File: src/hdl/nca_pkg.sv
// Shared constants, types and helpers for the nearest-center assignment block.
// No dependencies; every other file in hdl/ except nca_ram refers to this package by scope.
`timescale 1ns / 1ps

package nca_pkg;

  localparam int NUM_CENTERS = 16;
  localparam int NUM_DIMS    = 16;

  localparam int CIDX_W  = 4;   // center_index field
  localparam int DIDX_W  = 4;   // element_index field
  localparam int CFG_W   = 5;   // configuration register width
  localparam int CNT_W   = 5;   // effective counts 1..16
  localparam int VAL_W   = 16;
  localparam int SQ_W    = 32;  // square of a 17-bit difference fits in 32 bits
  localparam int ACC_W   = 36;

  localparam int TBL_DEPTH = NUM_CENTERS * NUM_DIMS;
  localparam int TBL_AW    = $clog2(TBL_DEPTH);

  localparam int QUEUE_DEPTH = 4;
  localparam int QPTR_W      = $clog2(QUEUE_DEPTH);
  localparam int QCNT_W      = $clog2(QUEUE_DEPTH + 1);

  localparam logic [CNT_W-1:0] CFG_RESET = CNT_W'(16);

  typedef enum logic {
    CFG_CENTERS = 1'b0,
    CFG_DIMS    = 1'b1
  } cfg_reg_t;

  typedef enum logic {
    CMD_LOAD  = 1'b0,
    CMD_POINT = 1'b1
  } cmd_t;

  typedef enum logic [1:0] {
    BK_IDLE,
    BK_RUN,
    BK_DRAIN
  } back_state_t;

  typedef struct packed {
    logic                     is_point;
    logic                     first;
    logic                     last;
    logic [CIDX_W-1:0]        center;
    logic [DIDX_W-1:0]        elem;
    logic signed [VAL_W-1:0]  value;
    logic [CNT_W-1:0]         ncent;
  } job_t;

  function automatic logic [CNT_W-1:0] clamp_count(input logic [CFG_W-1:0] v,
                                                   input logic [CNT_W-1:0] hi);
    logic [CNT_W-1:0] r;
    if (v == '0) begin
      r = CNT_W'(1);
    end else if (CNT_W'(v) > hi) begin
      r = hi;
    end else begin
      r = CNT_W'(v);
    end
    return r;
  endfunction

endpackage

File: src/hdl/nca_queue.sv
// Short job queue between front end and back end.
// Depends on nca_pkg for the job type and depth.
`timescale 1ns / 1ps

module nca_queue (
  input  logic            clk,
  input  logic            rst,
  input  logic            push,
  input  nca_pkg::job_t   din,
  output logic            full,
  input  logic            pop,
  output nca_pkg::job_t   dout,
  output logic            empty
);

  nca_pkg::job_t                slots [nca_pkg::QUEUE_DEPTH];
  logic [nca_pkg::QPTR_W-1:0]   wr_ptr;
  logic [nca_pkg::QPTR_W-1:0]   rd_ptr;
  logic [nca_pkg::QCNT_W-1:0]   count;
  logic                         do_push;
  logic                         do_pop;

  assign full    = (count == nca_pkg::QCNT_W'(nca_pkg::QUEUE_DEPTH));
  assign empty   = (count == '0);
  assign do_push = push && !full;
  assign do_pop  = pop && !empty;
  assign dout    = slots[rd_ptr];

  always_ff @(posedge clk) begin
    if (do_push) begin
      slots[wr_ptr] <= din;
    end
  end

  always_ff @(posedge clk) begin
    if (rst) begin
      wr_ptr <= '0;
      rd_ptr <= '0;
      count  <= '0;
    end else begin
      if (do_push) begin
        wr_ptr <= wr_ptr + nca_pkg::QPTR_W'(1);
      end
      if (do_pop) begin
        rd_ptr <= rd_ptr + nca_pkg::QPTR_W'(1);
      end
      unique case ({do_push, do_pop})
        2'b10:   count <= count + nca_pkg::QCNT_W'(1);
        2'b01:   count <= count - nca_pkg::QCNT_W'(1);
        default: count <= count;
      endcase
    end
  end

endmodule

File: config.mk
export PLATFORM = sky130hd
export DESIGN_NAME = nca_queue
export DESIGN_NICKNAME = d
export VERILOG_FILES = /design/src/hdl/nca_pkg.sv /design/src/hdl/nca_queue.sv
export SDC_FILE = /design/constraint.sdc
export NUM_CORES = 1
export LEC_CHECK = 0
export BUFFER_PORTS_ARGS = -buffer_cell sky130_fd_sc_hd__buf_2
export CAP_MARGIN = 20
export CORE_MARGIN = 4
export CORE_UTILIZATION = 55
export DETAILED_ROUTE_END_ITERATION = 10
export GPL_TIMING_DRIVEN = 0
export PLACE_DENSITY = 0.84
export SYNTH_ARGS = -nofsm -noshare
export SYNTH_HDL_FRONTEND = slang
export SYNTH_SLANG_ARGS = --single-unit
export TNS_END_PERCENT = 50
File: constraint.sdc
create_clock -name clk -period 3.1 [get_ports clk]
set_clock_uncertainty 0.2 [all_clocks]
set_input_delay 0.465 -clock clk [delete_from_list [all_inputs] [get_ports clk]]
set_output_delay 0.465 -clock clk [all_outputs]
set_load 0.005 [all_outputs]
==> flow_summary_export.csv <==
group,metric,value,unit
cells_and_area,fin_nets,382,
sta,worst_pin_slew,0.878,ns
pwr,p_comb_share,20.2,%
global_routing,antenna_found_initial,0,
yosys,ys_seq_area_share,78.2,%
yosys,synth_warnings,0,
yosys,synth.avg_cell_area,23.3,µm²
cells_and_area,final_cell_count_no_fill,464,
clock_network,clk_pin_slew,0.06,ns
placed_design,place.gp.congestion,0.695,
cells_and_area,fillers,558,
floorplan,initial_core_util,56.2,%
sta,hold_viol,0,
cells_and_area,utilization,71.9,%
cells_and_area,final_common_cell,"edfxtp_1",
clock_network,clk_latency,0.51,ns
detailed_routing,dr_total_vias,2507,
run_status,outcome,"complete, no violations",
global_routing,grt_max_degree,33,
placed_design,port_buffers,68,
sta,setup_viol,0,
detailed_routing,viasPerCell,5.40,
global_routing,overflow,0,
cells_and_area,areaGrowthSynthToFinish,28.0,%
yosys,synth-seq-cells,137,
pwr,p_leak,2.32,nW
cells_and_area,drive_above_1_share,40.2,%
worst_setup_path,crit_arrival,1.82,ns
yosys,syn_nets,263,
pwr,vdd_drop_max,548,µV
worst_setup_path,r2r-end,"count[2]",
sta,min_period_over_period,80.2,%
worst_setup_path,crit_type,"reg -> out",
sta,final.setup.tns,0,ns
worst_setup_path,reg2reg_depth,9,
yosys,syn_inst,221,
worst_hold_path,worstHoldPathType,"in -> reg",
cells_and_area,antenna-diode-count,0,
sta,rsz0062_at_grt,"no",
yosys,syn-cell-area,5140,µm²
yosys,synth_cell_types,23,
floorplan,core-area,9150,µm²
worst_setup_path,cp-end-kind,"output port",
detailed_routing,postRouteAntennaNets,0,
sta,final_max_slew_viol_count,0,
pwr,p_clk_share,38.7,%
detailed_routing,drt-total-wl,9020,µm
worst_setup_path,start_kind,"register",
floorplan,rows,35,
placed_design,dp_hpwl,4970,µm
clock_network,cts_tree,"done",
clock_network,ctsResizeCount,0,
clock_network,cts_max_level,4,
detailed_routing,dr.pass1.iters,4,
sta,max_freq,402,MHz
global_routing,grt_first_pass_wirelength,15000,µm
pwr,p_per_area,842,nW/µm²
worst_setup_path,worstSetupEndpoint,"dout[4]",
pwr,p_sw,0.00131,W
detailed_routing,routedWlPerCell,19.4,µm
worst_setup_path,r2r_setup_slack,0.70,ns
detailed_routing,drt_iter0_drc,94,
clock_network,numClockSinks,137,
sta,fin_crit,2.48,ns
pwr,p_total,0.00554,W
floorplan,die_h,105,µm
worst_setup_path,r2r-start,"count[2]",
clock_network,cts_buffers,17,
placed_design,placedCellCount,400,
cells_and_area,final_cell_mix,"edfxtp_1 (128), buf_2 (71), dlygate4sd3_1 (32)",
worst_setup_path,crit_required,2.43,ns
flow_run,maxCapViolCount,0,
floorplan,io_pins,70,
clock_network,clock_path_buffers,2,
global_routing,grt_usage,18.5,%
pwr,internal_power,0.00424,W
worst_setup_path,cp_max_fo,10,
detailed_routing,drc,0,
clock_network,cts_root_buf,"clkbuf_8",
floorplan,die_w,105,µm
pwr,share_seq_of_total_power,41.2,%
floorplan,dieArea,11000,µm²
global_routing,grt_pass1_vias,2874,
sta,relSlewSlack,41.4,%
pwr,netSwitchingFraction,23.6,%
[power by group through the flow]
stage / sequential (W) / combinational (W) / clock (W)
3_3_place_gp: 0.00231 / 0.00109 / 0
3_5_place_dp: 0.00232 / 0.00110 / 0
2_1_floorplan: 0.00230 / 0.000750 / 0
6_report: 0.00228 / 0.00112 / 0.00214
5_1_grt: 0.00230 / 0.00124 / 0.00226
4_1_cts: 0.00228 / 0.00114 / 0.00217
[metal layers]
layer | wire length [µm] | vias up | track usage, %
li1 | - | 1147 | -
met1 | 3580 | 1278 | 21.6
met2 | 4880 | 64 | 32.2
met3 | 341 | 18 | 5.06
met4 | 225 | 0 | 8.06
met5 | 0 | - | 0
[stage by stage]
stage / worst slack (ns) / hold WS, ns / area, µm²
after floorplan: 0.865 / 0.259 / 5140
after global placement: 0.239 / 0.282 / 5620
after detailed placement: 0.684 / 0.307 / 5630
after CTS: 0.587 / 0.0782 / 6590
after global routing: 0.498 / 0.0994 / 6590
final: 0.615 / 0.0997 / 6590
[worst min path at each step]
| stage | endpoint | from | cells after the start | slack, ns |
|---|---|---|---|---|
| 6_report | count[1] | rst | 2 | 0.1 |
| 5_1_grt | register | rst | 2 | 0.1 |
| 4_1_cts | register | rst | 2 | 0.08 |
| 3_5_place_dp | wr_ptr[1] | wr_ptr[1] | 2 | 0.31 |
| 3_3_place_gp | rd_ptr[1] | rd_ptr[1] | 2 | 0.28 |
| 2_1_floorplan | register | rd_ptr[1] | 2 | 0.26 |
[critical path: stages, from the launching register on]
cell	delay, ns
dfxtp_1	0.32
buf_6	0.15
buf_12	0.16
mux4_2	0.54
buf_2	0.15
[registers in the layout, indices dropped and copies added, names as in the netlist, named ones only]
register,cells
rd_ptr,2
count,3
wr_ptr,2
slots,128
[cell families after synthesis]
group / Yosys count / synth area share, %
fa+ha+maj: 6 / 1.61
buf+inv: 16 / 2.34
simple gates: 18 / 2.04
xor+xnor: 3 / 0.511
flops: 137 / 78.2
mux: 33 / 14.4
compound gates: 8 / 0.924
[final cells by class]
cell class	count	area [µm²]	area share, %
repair buffers	100	661	10.0
multi-input cells	68	1000	15.3
inverters	8	30.0	0.456
flip-flops and latches	137	4020	61.1
well taps	111	139	2.11
clock buffers	19	422	6.40
clock inverters	13	215	3.27
plain buffers	8	90.1	1.37
[cells in the mapped netlist (all sizes together)]
cell type    n  share of area, %
o31ai        1              0.24
nand2        1             0.073
nor3         1              0.19
edfxtp     128                75
o21ai        3              0.29
and2         4              0.49
dfxtp        9               3.5
or3          3              0.36
inv          8              0.58
mux4        32                14
a21oi        4              0.39
nor2         6              0.44
buf          8               1.8
xor2         3              0.51
mux2i        1              0.19
nand2b       2              0.24
nor3b        1              0.24
fa           1              0.39
ha           5               1.2
[what timing repair did]
action	in CTS	in global routing
hold endpoints to repair	128	0
setup buffers	0	0
hold buffers	32	0
Power figures use the tool's default switching activity.
