## config.mk

```make
export PLATFORM = sky130hd
export DESIGN_NAME = nca_front_flat
export DESIGN_NICKNAME = d
export VERILOG_FILES = /design/src/hdl/nca_pkg.sv /design/src/hdl/nca_if.sv /design/src/hdl/nca_front.sv /design/src/flat_wrapper.sv
export SDC_FILE = /design/constraint.sdc
export NUM_CORES = 1
export LEC_CHECK = 0
export BUFFER_PORTS_ARGS = -buffer_cell sky130_fd_sc_hd__clkbuf_2
export CAP_MARGIN = 15
export CELL_PAD_IN_SITES_DETAIL_PLACEMENT = 1
export CELL_PAD_IN_SITES_GLOBAL_PLACEMENT = 2
export CORE_MARGIN = 4
export CORE_UTILIZATION = 20
export CTS_BUF_LIST = sky130_fd_sc_hd__clkbuf_4
export DETAILED_ROUTE_END_ITERATION = 16
export GPL_ROUTABILITY_DRIVEN = 0
export GPL_TIMING_DRIVEN = 1
export PLACE_DENSITY = 0.95
export SYNTH_ARGS = -nofsm -noshare
export SYNTH_HDL_FRONTEND = slang
export SYNTH_SLANG_ARGS = --single-unit
export TNS_END_PERCENT = 100
```

## constraint.sdc

```tcl
create_clock -name clk -period 3.2 [get_ports clk]
set_input_delay 0 -clock clk [delete_from_list [all_inputs] [get_ports clk]]
set_output_delay 0 -clock clk [all_outputs]
set_load 0.005 [all_outputs]
```

## src/hdl/nca_pkg.sv

```systemverilog
// Shared constants, types and helpers for the nearest-center assignment block.
// No dependencies; every other file in hdl/ except nca_ram refers to this package by scope.
`timescale 1ns / 1ps

package nca_pkg;

  localparam int NUM_CENTERS = 16;
  localparam int NUM_DIMS    = 16;

  localparam int CIDX_W  = 4;   // center_index field
  localparam int DIDX_W  = 4;   // element_index field
  localparam int CFG_W   = 5;   // configuration register width
  localparam int CNT_W   = 5;   // effective counts 1..16
  localparam int VAL_W   = 16;
  localparam int SQ_W    = 32;  // square of a 17-bit difference fits in 32 bits
  localparam int ACC_W   = 36;

  localparam int TBL_DEPTH = NUM_CENTERS * NUM_DIMS;
  localparam int TBL_AW    = $clog2(TBL_DEPTH);

  localparam int QUEUE_DEPTH = 4;
  localparam int QPTR_W      = $clog2(QUEUE_DEPTH);
  localparam int QCNT_W      = $clog2(QUEUE_DEPTH + 1);

  localparam logic [CNT_W-1:0] CFG_RESET = CNT_W'(16);

  typedef enum logic {
    CFG_CENTERS = 1'b0,
    CFG_DIMS    = 1'b1
  } cfg_reg_t;

  typedef enum logic {
    CMD_LOAD  = 1'b0,
    CMD_POINT = 1'b1
  } cmd_t;

  typedef enum logic [1:0] {
    BK_IDLE,
    BK_RUN,
    BK_DRAIN
  } back_state_t;

  typedef struct packed {
    logic                     is_point;
    logic                     first;
    logic                     last;
    logic [CIDX_W-1:0]        center;
    logic [DIDX_W-1:0]        elem;
    logic signed [VAL_W-1:0]  value;
    logic [CNT_W-1:0]         ncent;
  } job_t;

  function automatic logic [CNT_W-1:0] clamp_count(input logic [CFG_W-1:0] v,
                                                   input logic [CNT_W-1:0] hi);
    logic [CNT_W-1:0] r;
    if (v == '0) begin
      r = CNT_W'(1);
    end else if (CNT_W'(v) > hi) begin
      r = hi;
    end else begin
      r = CNT_W'(v);
    end
    return r;
  endfunction

endpackage

```

## src/hdl/nca_if.sv

```systemverilog
// Valid/ready channel interfaces: point and center elements in, assignments out.
// Depends on nca_pkg for field widths.
`timescale 1ns / 1ps

interface nca_in_if;
  logic                                 valid;
  logic                                 ready;
  logic                                 cmd;
  logic [nca_pkg::CIDX_W-1:0]           center_index;
  logic [nca_pkg::DIDX_W-1:0]           element_index;
  logic signed [nca_pkg::VAL_W-1:0]     value;

  modport source (output valid, cmd, center_index, element_index, value, input ready);
  modport sink   (input valid, cmd, center_index, element_index, value, output ready);
endinterface


```

## src/hdl/nca_front.sv

```systemverilog
// Front end: holds the configuration registers, accepts input items, drops
// items that do nothing and tags the rest as jobs. Depends on nca_pkg, nca_if.
`timescale 1ns / 1ps

module nca_front (
  input  logic                        clk,
  input  logic                        rst,
  nca_in_if.sink                      elem,
  input  logic                        cfg_we,
  input  logic                        cfg_index,
  input  logic [nca_pkg::CFG_W-1:0]   cfg_data,
  output nca_pkg::job_t               job,
  output logic                        job_push,
  input  logic                        q_full
);

  logic [nca_pkg::CFG_W-1:0] centers_cfg;
  logic [nca_pkg::CFG_W-1:0] dims_cfg;
  logic [nca_pkg::CNT_W-1:0] nc;
  logic [nca_pkg::CNT_W-1:0] nd;
  logic                      accept;
  logic                      is_point;
  logic                      keep;

  always_ff @(posedge clk) begin
    if (rst) begin
      centers_cfg <= nca_pkg::CFG_W'(nca_pkg::CFG_RESET);
      dims_cfg    <= nca_pkg::CFG_W'(nca_pkg::CFG_RESET);
    end else if (cfg_we) begin
      unique case (nca_pkg::cfg_reg_t'(cfg_index))
        nca_pkg::CFG_CENTERS: centers_cfg <= cfg_data;
        nca_pkg::CFG_DIMS:    dims_cfg    <= cfg_data;
        default: ;
      endcase
    end
  end

  assign nc = nca_pkg::clamp_count(centers_cfg, nca_pkg::CNT_W'(nca_pkg::NUM_CENTERS));
  assign nd = nca_pkg::clamp_count(dims_cfg, nca_pkg::CNT_W'(nca_pkg::NUM_DIMS));

  assign elem.ready = !q_full;
  assign accept     = elem.valid && elem.ready;
  assign is_point   = (nca_pkg::cmd_t'(elem.cmd) == nca_pkg::CMD_POINT);

  always_comb begin
    if (is_point) begin
      keep = ({1'b0, elem.element_index} < nd);
    end else begin
      keep = ({1'b0, elem.center_index} < nca_pkg::CNT_W'(nca_pkg::NUM_CENTERS)) &&
             ({1'b0, elem.element_index} < nca_pkg::CNT_W'(nca_pkg::NUM_DIMS));
    end
  end

  assign job_push = accept && keep;

  always_comb begin
    job.is_point = is_point;
    job.first    = (elem.element_index == '0);
    job.last     = ({1'b0, elem.element_index} == (nd - nca_pkg::CNT_W'(1)));
    job.center   = elem.center_index;
    job.elem     = elem.element_index;
    job.value    = elem.value;
    job.ncent    = nc;
  end

endmodule

```

## src/flat_wrapper.sv

```systemverilog
// flat-port wrapper written by rule: the top's interface ports become plain ports
module nca_front_flat 
  (clk, rst, cfg_we, cfg_index, cfg_data, job, job_push, q_full, elem_valid, elem_cmd, elem_center_index, elem_element_index, elem_value, elem_ready);
  nca_in_if elem_i ();
  input  logic clk;
  input  logic rst;
  input  logic cfg_we;
  input  logic cfg_index;
  input  logic [nca_pkg::CFG_W-1:0] cfg_data;
  output nca_pkg::job_t job;
  output logic job_push;
  input  logic q_full;
  input wire logic [$bits(elem_i.valid)-1:0] elem_valid;
  input wire logic [$bits(elem_i.cmd)-1:0] elem_cmd;
  input wire logic [$bits(elem_i.center_index)-1:0] elem_center_index;
  input wire logic [$bits(elem_i.element_index)-1:0] elem_element_index;
  input wire logic [$bits(elem_i.value)-1:0] elem_value;
  output wire logic [$bits(elem_i.ready)-1:0] elem_ready;
  assign elem_i.valid = elem_valid;
  assign elem_i.cmd = elem_cmd;
  assign elem_i.center_index = elem_center_index;
  assign elem_i.element_index = elem_element_index;
  assign elem_i.value = elem_value;
  assign elem_ready = elem_i.ready;
  nca_front u_core (.clk(clk), .rst(rst), .elem(elem_i), .cfg_we(cfg_we), .cfg_index(cfg_index), .cfg_data(cfg_data), .job(job), .job_push(job_push), .q_full(q_full));
endmodule
```

==> run_results.csv, run 1 <==
group,metric,value,unit
clock_network,clock-root-buffer,"clkbuf_4",
worst_setup_path,cpPeakStageDelay,0.36,ns
worst_setup_path,end_kind,"primary output",
yosys,synth_seq_cells,10,
clock_network,htreeDepth,1,
power_and_ir_drop,p_per_area,338.0,mW/mm^2
yosys,yosys_warnings,0,
worst_setup_path,cp.required,3.20,ns
yosys,muxShareOfSynthArea,4.900,%
detailed_routing,vias,671,
yosys,synth.distinct_cells,25,
grt,grt_pass1_vias,687,
yosys,syn_inst,105,
worst_setup_path,critPathArrivalTime,2.03,ns
floorplanning,die_w,71.92,um
timing,skew,0,ns
placement,port_buffers,29,
floorplanning,initial_core_util,21.51,%
floorplanning,ioPinCount,70,
clock_network,clkSinkCount,10,
worst_setup_path,r2r_setup_slack,2.42,ns
yosys,netlist_area,817.0,um^2
worst_setup_path,worstSetupPathType,"flop to primary output",
status,outcome,"complete, no violations",
yosys,synthSimpleGateAreaFrac,25.42,%
final_layout,nets,155,
floorplanning,row_count,22,
clock_network,cts_resized,0,
worst_setup_path,cp_cell_sequence,"nor3_1 > nor2_1 > or2_2 > ha_1 > xor2_1 > nand3_1 > nor4_2 > clkbuf_2",
final_layout,insertedDiodeCount,0,
timing,drv_slew,0,
final_layout,drive_above_1_share,30.97,%
detailed_routing,ant_nets,0,
clock_network,cts_tree,"done",
detailed_routing,drt_iter0_markers,9,
yosys,synth_compound_area_share,7.657,%
floorplanning,core,0.003799,mm^2
grt,antenna_found_initial,0,
floorplanning,die_h,71.92,um
clock_network,cts_buffers,3,
worst_setup_path,critPathSlowestCell,"dfxtp_1",
timing,fmax,493.4,MHz
worst_setup_path,critical_path.top_delay_family,"simple AND/OR/NAND/NOR gates",
grt,grt_usage,7.344,%
grt,grt_overflow,0,
power_and_ir_drop,leakagePower,0.4329,nW
timing,rsz0062_at_grt,"false",
detailed_routing,dr.pass1.iters,3,
yosys,syn_nets,146,
power_and_ir_drop,ir_drop,205.8,uV
grt,grt_max_degree,11,
yosys,synthArstFlopShare,0,%
yosys,yosysSeqAreaShare,24.50,%
timing,timing.slew.headroom,74.39,%
yosys,synth_edf_count,0,
floorplanning,die_area,0.005172,mm^2
final_layout,fin_area,879.6,um^2
timing,finalCritPeriodShare,63.34,%
detailed_routing,wl,1852,um
timing,period_minus_slack,2.027,ns
final_layout,area_growth,7.657,%
detailed_routing,drc,0,
clock_network,clock_path_buffers,2,
timing,tightestPinTransition,0.3807,ns
clock_network,cts_hold_repair.buffers,3,
detailed_routing,avgViaCountPerCell,4.168,
worst_setup_path,critPathBufInv,1,
timing,setup_viol,0,
yosys,synthXorXnorAreaFrac,3.216,%
yosys,synth_fa_ha_area_share,7.657,%
yosys,synth_top_family_by_area,"buffers and inverters",
detailed_routing,post_drt_wl_per_cell,11.50,um
timing,finalHoldViolCount,0,
worst_setup_path,cp-start-kind,"flop",
worst_hold_path,hold_class,"input pin to primary output",
placement,dp_hpwl,1467,um
yosys,synthFlopType,"dfxtp_1",
grt,grt_pass1_wl,3036,um
timing,fin_setup_tns,0,ns
clock_network,clock_latency,0.27,ns
worst_setup_path,crit_fanout,5,
flow_run,maxCapViolations,0,
placement,post_dp_cell_area,823.3,um^2
clock_network,postCtsSetupRepairBufs,0,
clock_network,path_clk_slew,0.07,ns
yosys,avgSynthCellArea,7.781,um^2
synthesized netlist by cell type, types with 2 or more instances:
master    number  area, um^2
nand3_1        6       30.03
ha_1           5       62.56
a211o_1        2       17.52
mux2i_1        4       40.04
nand2b_1       4       25.02
a21oi_1        5       25.02
xor2_1         2       17.52
dfxtp_1       10       200.2
nor2b_1        5       31.28
buf_4         25       187.7
clkbuf_1       3       11.26
nand2_1        7       26.28
nor3_1         2       10.01
nor4_1         2       12.51
nor2_1         9       33.78
inv_1          5       18.77
cell usage in the layout (no fill, tap or decap), types with 3 or more instances in the layout:
| cell type | n |
|---|---|
| clkbuf_2 | 29 |
| dfxtp_1 | 10 |
| nor2_1 | 9 |
| nand2_1 | 7 |
| nand3_1 | 6 |
| inv_1 | 5 |
| nor2b_1 | 5 |
| a21oi_1 | 5 |
| ha_1 | 5 |
| nand2b_1 | 4 |
| mux2i_1 | 4 |
| clkbuf_4 | 3 |
| dlygate4sd3_1 | 3 |
registers in the layout, summed over array words and instances, names as in the netlist:
signal,flops
u_core.dims_cfg,5
u_core.centers_cfg,5
logic make-up after synthesis:
family / count (synthesis)
and+or+nand+nor: 40
AOI/OAI and AO/OA: 10
muxes: 4
adders and majority gates: 5
buffers and inverters: 33
xor gates and xnor gates: 3
DFF: 10
final cells by class:
| cell class | instances | area, um^2 |
|---|---|---|
| Clock buffer | 3 | 22.52 |
| Timing Repair Buffer | 32 | 175.2 |
| Sequential cell | 10 | 200.2 |
| Tap cell | 48 | 60.06 |
| Multi-Input combinational cell | 62 | 399.1 |
| Clock inverter | 1 | 3.754 |
| Inverter | 5 | 18.77 |
| Fill cell | 484 | 2919 |
where the power goes:
part | total (mW) | switching, mW | internal (mW)
registers | 0.139 | 0.00762 | 0.131
clock network | 0.0919 | 0.0466 | 0.0452
logic | 0.0669 | 0.0331 | 0.0338
total | 0.297 | 0.0874 | 0.210
final timing paths:
kind	start	end	cells after the start
max reg2reg	u_core.dims_cfg[4]	u_core.dims_cfg[4]	1
min	elem_value[1]	job[6]	0
min reg2reg	u_core.dims_cfg[1]	u_core.dims_cfg[1]	2
max	u_core.dims_cfg[3]	job[29]	8
stage by stage:
stage               hold WS [ns]  instances  power (mW)  worst slack, ns  utilization, %
floorplan                0.03029        105      0.2015            1.657               -
global placement      0.00003458        154      0.2049            1.498           21.67
detailed placement    0.00003458        154      0.2062            1.441           21.67
CTS                   0.00003458        161      0.3042            1.132           23.16
global route         0.000009912        161      0.3196           0.9729           23.16
finish               0.000001969        161      0.2973            1.173           23.16
layer usage:
layer | global-route usage (%) | part of all wire, % | up-vias
met5 | 0 | 0 | -
met4 | 1.670 | 0.59 | 0
met3 | 5.125 | 14 | 2
met2 | 11.43 | 41 | 35
met1 | 8.209 | 45 | 298
li1 | - | - | 336
Note: power is estimated with default switching activity, not from simulation.
==> run 2, diff against run 1 <==
--- a/config.mk
+++ b/config.mk
@@ -10,12 +10,12 @@
 export CELL_PAD_IN_SITES_DETAIL_PLACEMENT = 1
 export CELL_PAD_IN_SITES_GLOBAL_PLACEMENT = 2
 export CORE_MARGIN = 4
-export CORE_UTILIZATION = 20
+export CORE_UTILIZATION = 19
 export CTS_BUF_LIST = sky130_fd_sc_hd__clkbuf_4
 export DETAILED_ROUTE_END_ITERATION = 16
 export GPL_ROUTABILITY_DRIVEN = 0
 export GPL_TIMING_DRIVEN = 1
-export PLACE_DENSITY = 0.95
+export PLACE_DENSITY = 0.92
 export SYNTH_ARGS = -nofsm -noshare
 export SYNTH_HDL_FRONTEND = slang
 export SYNTH_SLANG_ARGS = --single-unit
==> constraint.sdc (replaced) <==
create_clock -name clk -period 2 [get_ports clk]
set_input_delay 0 -clock clk [delete_from_list [all_inputs] [get_ports clk]]
set_output_delay 0 -clock clk [all_outputs]
set_load 0.005 [all_outputs]
==> run_results.csv, run 2 (synthesis gave the netlist of run 1 again) <==
group,metric,value,unit
grt,grt_pass1_vias,707,
clock_network,cts_tree,"done",
clock_network,clkSinkCount,10,
final_layout,fillCellCount,503,
status,outcome,"complete, no violations",
floorplanning,initial_core_util,19.99,%
final_layout,final_util,23.30,%
floorplanning,ioPinCount,70,
power_and_ir_drop,power.total,490.7,uW
clock_network,clock_path_buffers,2,
detailed_routing,drc,0,
clock_network,path_clk_slew,0.07,ns
worst_setup_path,cp-start-kind,"flop",
grt,use_met2,12.89,%
timing,rsz0062_at_grt,"true",
power_and_ir_drop,leakagePower,0.4506,nW
timing,drv_slew,0,
detailed_routing,wl,1969,um
detailed_routing,dr.pass1.iters,4,
timing,finalHoldViolCount,0,
clock_network,htreeDepth,1,
final_layout,fin_area,952.2,um^2
final_layout,nets,158,
final_layout,layout_commonest_cell,"clkbuf_2",
timing,finalCritPeriodShare,96.49,%
detailed_routing,post_drt_wl_per_cell,11.86,um
floorplanning,row_count,23,
grt,grt_overflow,0,
worst_setup_path,end_kind,"primary output",
grt,antenna_found_initial,0,
final_layout,insertedDiodeCount,0,
grt,gr-max-usage-layer,"met2",
placement,port_buffers,29,
floorplanning,die_h,73.58,um
detailed_routing,vias,699,
timing,period_minus_slack,1.930,ns
grt,grt_max_degree,11,
worst_setup_path,cp.required,2.00,ns
grt,grt_pass1_wl,3036,um
worst_setup_path,crit_fanout,4,
power_and_ir_drop,ir_drop,100.9,uV
detailed_routing,ant_nets,0,
timing,fin_setup_tns,0,ns
final_layout,drive_above_1_share,38.79,%
worst_hold_path,hold_class,"input pin to primary output",
floorplanning,die_area,0.005413,mm^2
placement,dp_hpwl,1548,um
clock_network,cts_buffers,3,
worst_setup_path,critPathArrivalTime,1.93,ns
flow_run,maxCapViolations,0,
power_and_ir_drop,p_per_area,515.3,mW/mm^2
clock_network,clock-root-buffer,"clkbuf_4",
grt,grt_usage,7.265,%
timing,fmax,518.2,MHz
worst_setup_path,worstSetupPathType,"flop to primary output",
final_layout,largestRegisters,"u_core.centers_cfg x5, u_core.dims_cfg x5",
placement,pre_cts_slack,0.2357,ns
final_layout,area_growth,16.54,%
timing,setup_viol,0,
timing,skew,0,ns
detailed_routing,drt_iter0_markers,5,
detailed_routing,avgViaCountPerCell,4.211,
floorplanning,die_w,73.58,um
timing,setup_ws,0.07027,ns
final_layout,final_cell_mix,"clkbuf_2, nor2_1, nand2_1, dfxtp_1, nand3_1",
timing,timing.slew.headroom,73.84,%
grt,grt_use_met3,1.642,%
grt,use_met1,7.365,%
floorplanning,core,0.004086,mm^2
clock_network,clock_latency,0.27,ns
timing,tightestPinTransition,0.3889,ns
placement,post_dp_cell_area,825.8,um^2
-- run 2: changes by cell type in the layout (fill, tap and decap cells not counted), sizes merged --
cell	delta
buf	+3
clkbuf	-1
dlygate4sd3	+1
-- run 2: critical path, cell delays in order, from the launching register on --
cell and delay [ns]:
dfxtp_4 0.36, nor3_2 0.16, nor2_1 0.05, or2_4 0.24, ha_4 0.26, xor2_1 0.14, nand3_1 0.10, nor4_2 0.20
buf_2 0.15
-- run 2: worst paths after layout --
kind / startpoint / cells past startpoint / slack [ns] / to
setup / recovery: u_core.dims_cfg[2] / 8 / 0.07 / job[29]
hold / removal: elem_value[6] / 0 / 0.000002 / job[11]
hold reg to reg: u_core.dims_cfg[0] / 2 / 0.49 / u_core.dims_cfg[0]
setup reg to reg: u_core.dims_cfg[4] / 1 / 1.26 / u_core.dims_cfg[4]
-- run 2: metal layers --
| metal | vias to the layer above | share of wire [%] |
|---|---|---|
| met5 | - | 0 |
| met2 | 19 | 53 |
| met1 | 331 | 39 |
| met3 | 6 | 6.1 |
| met4 | 0 | 2.3 |
| li1 | 343 | - |
-- run 2: power breakdown --
group | internal (mW) | leakage [nW] | switching [mW] | total (mW)
sequential | 0.208 | 0.0831 | 0.0117 | 0.220
clock | 0.0722 | 0.0154 | 0.0745 | 0.147
combinational | 0.0633 | 0.352 | 0.0606 | 0.124
total | 0.344 | 0.451 | 0.147 | 0.491
-- run 2: final cells by class --
type                       count  area, um^2  share of cell area, %
inverter                       5       18.77                  1.971
multi-input combinational     62       435.4                  45.73
sequential                    10       209.0                  21.94
clock buffer                   3       22.52                  2.365
clock inverter                 1       3.754                 0.3942
timing repair buffer          35       200.2                  21.02
tap                           50       62.56                  6.570
-- run 2: per-stage QoR --
step                      std cells  hold slack, ns
after floorplan                 105         0.03029
after detailed placement        156      0.00003458
final                           166     0.000002245
after global routing            166     0.000008163
after CTS                       165      0.00003458
after global placement          156      0.00003458
-- run 2: timing repair --
item | CTS | global route
pin swaps | 3 | 4
gates resized for setup | 5 | 8
endpoints found under the hold margin | 6 | 0
setup buffers | 1 | 1
endpoints found under the setup margin | 1 | 2
hold buffers | 4 | 0
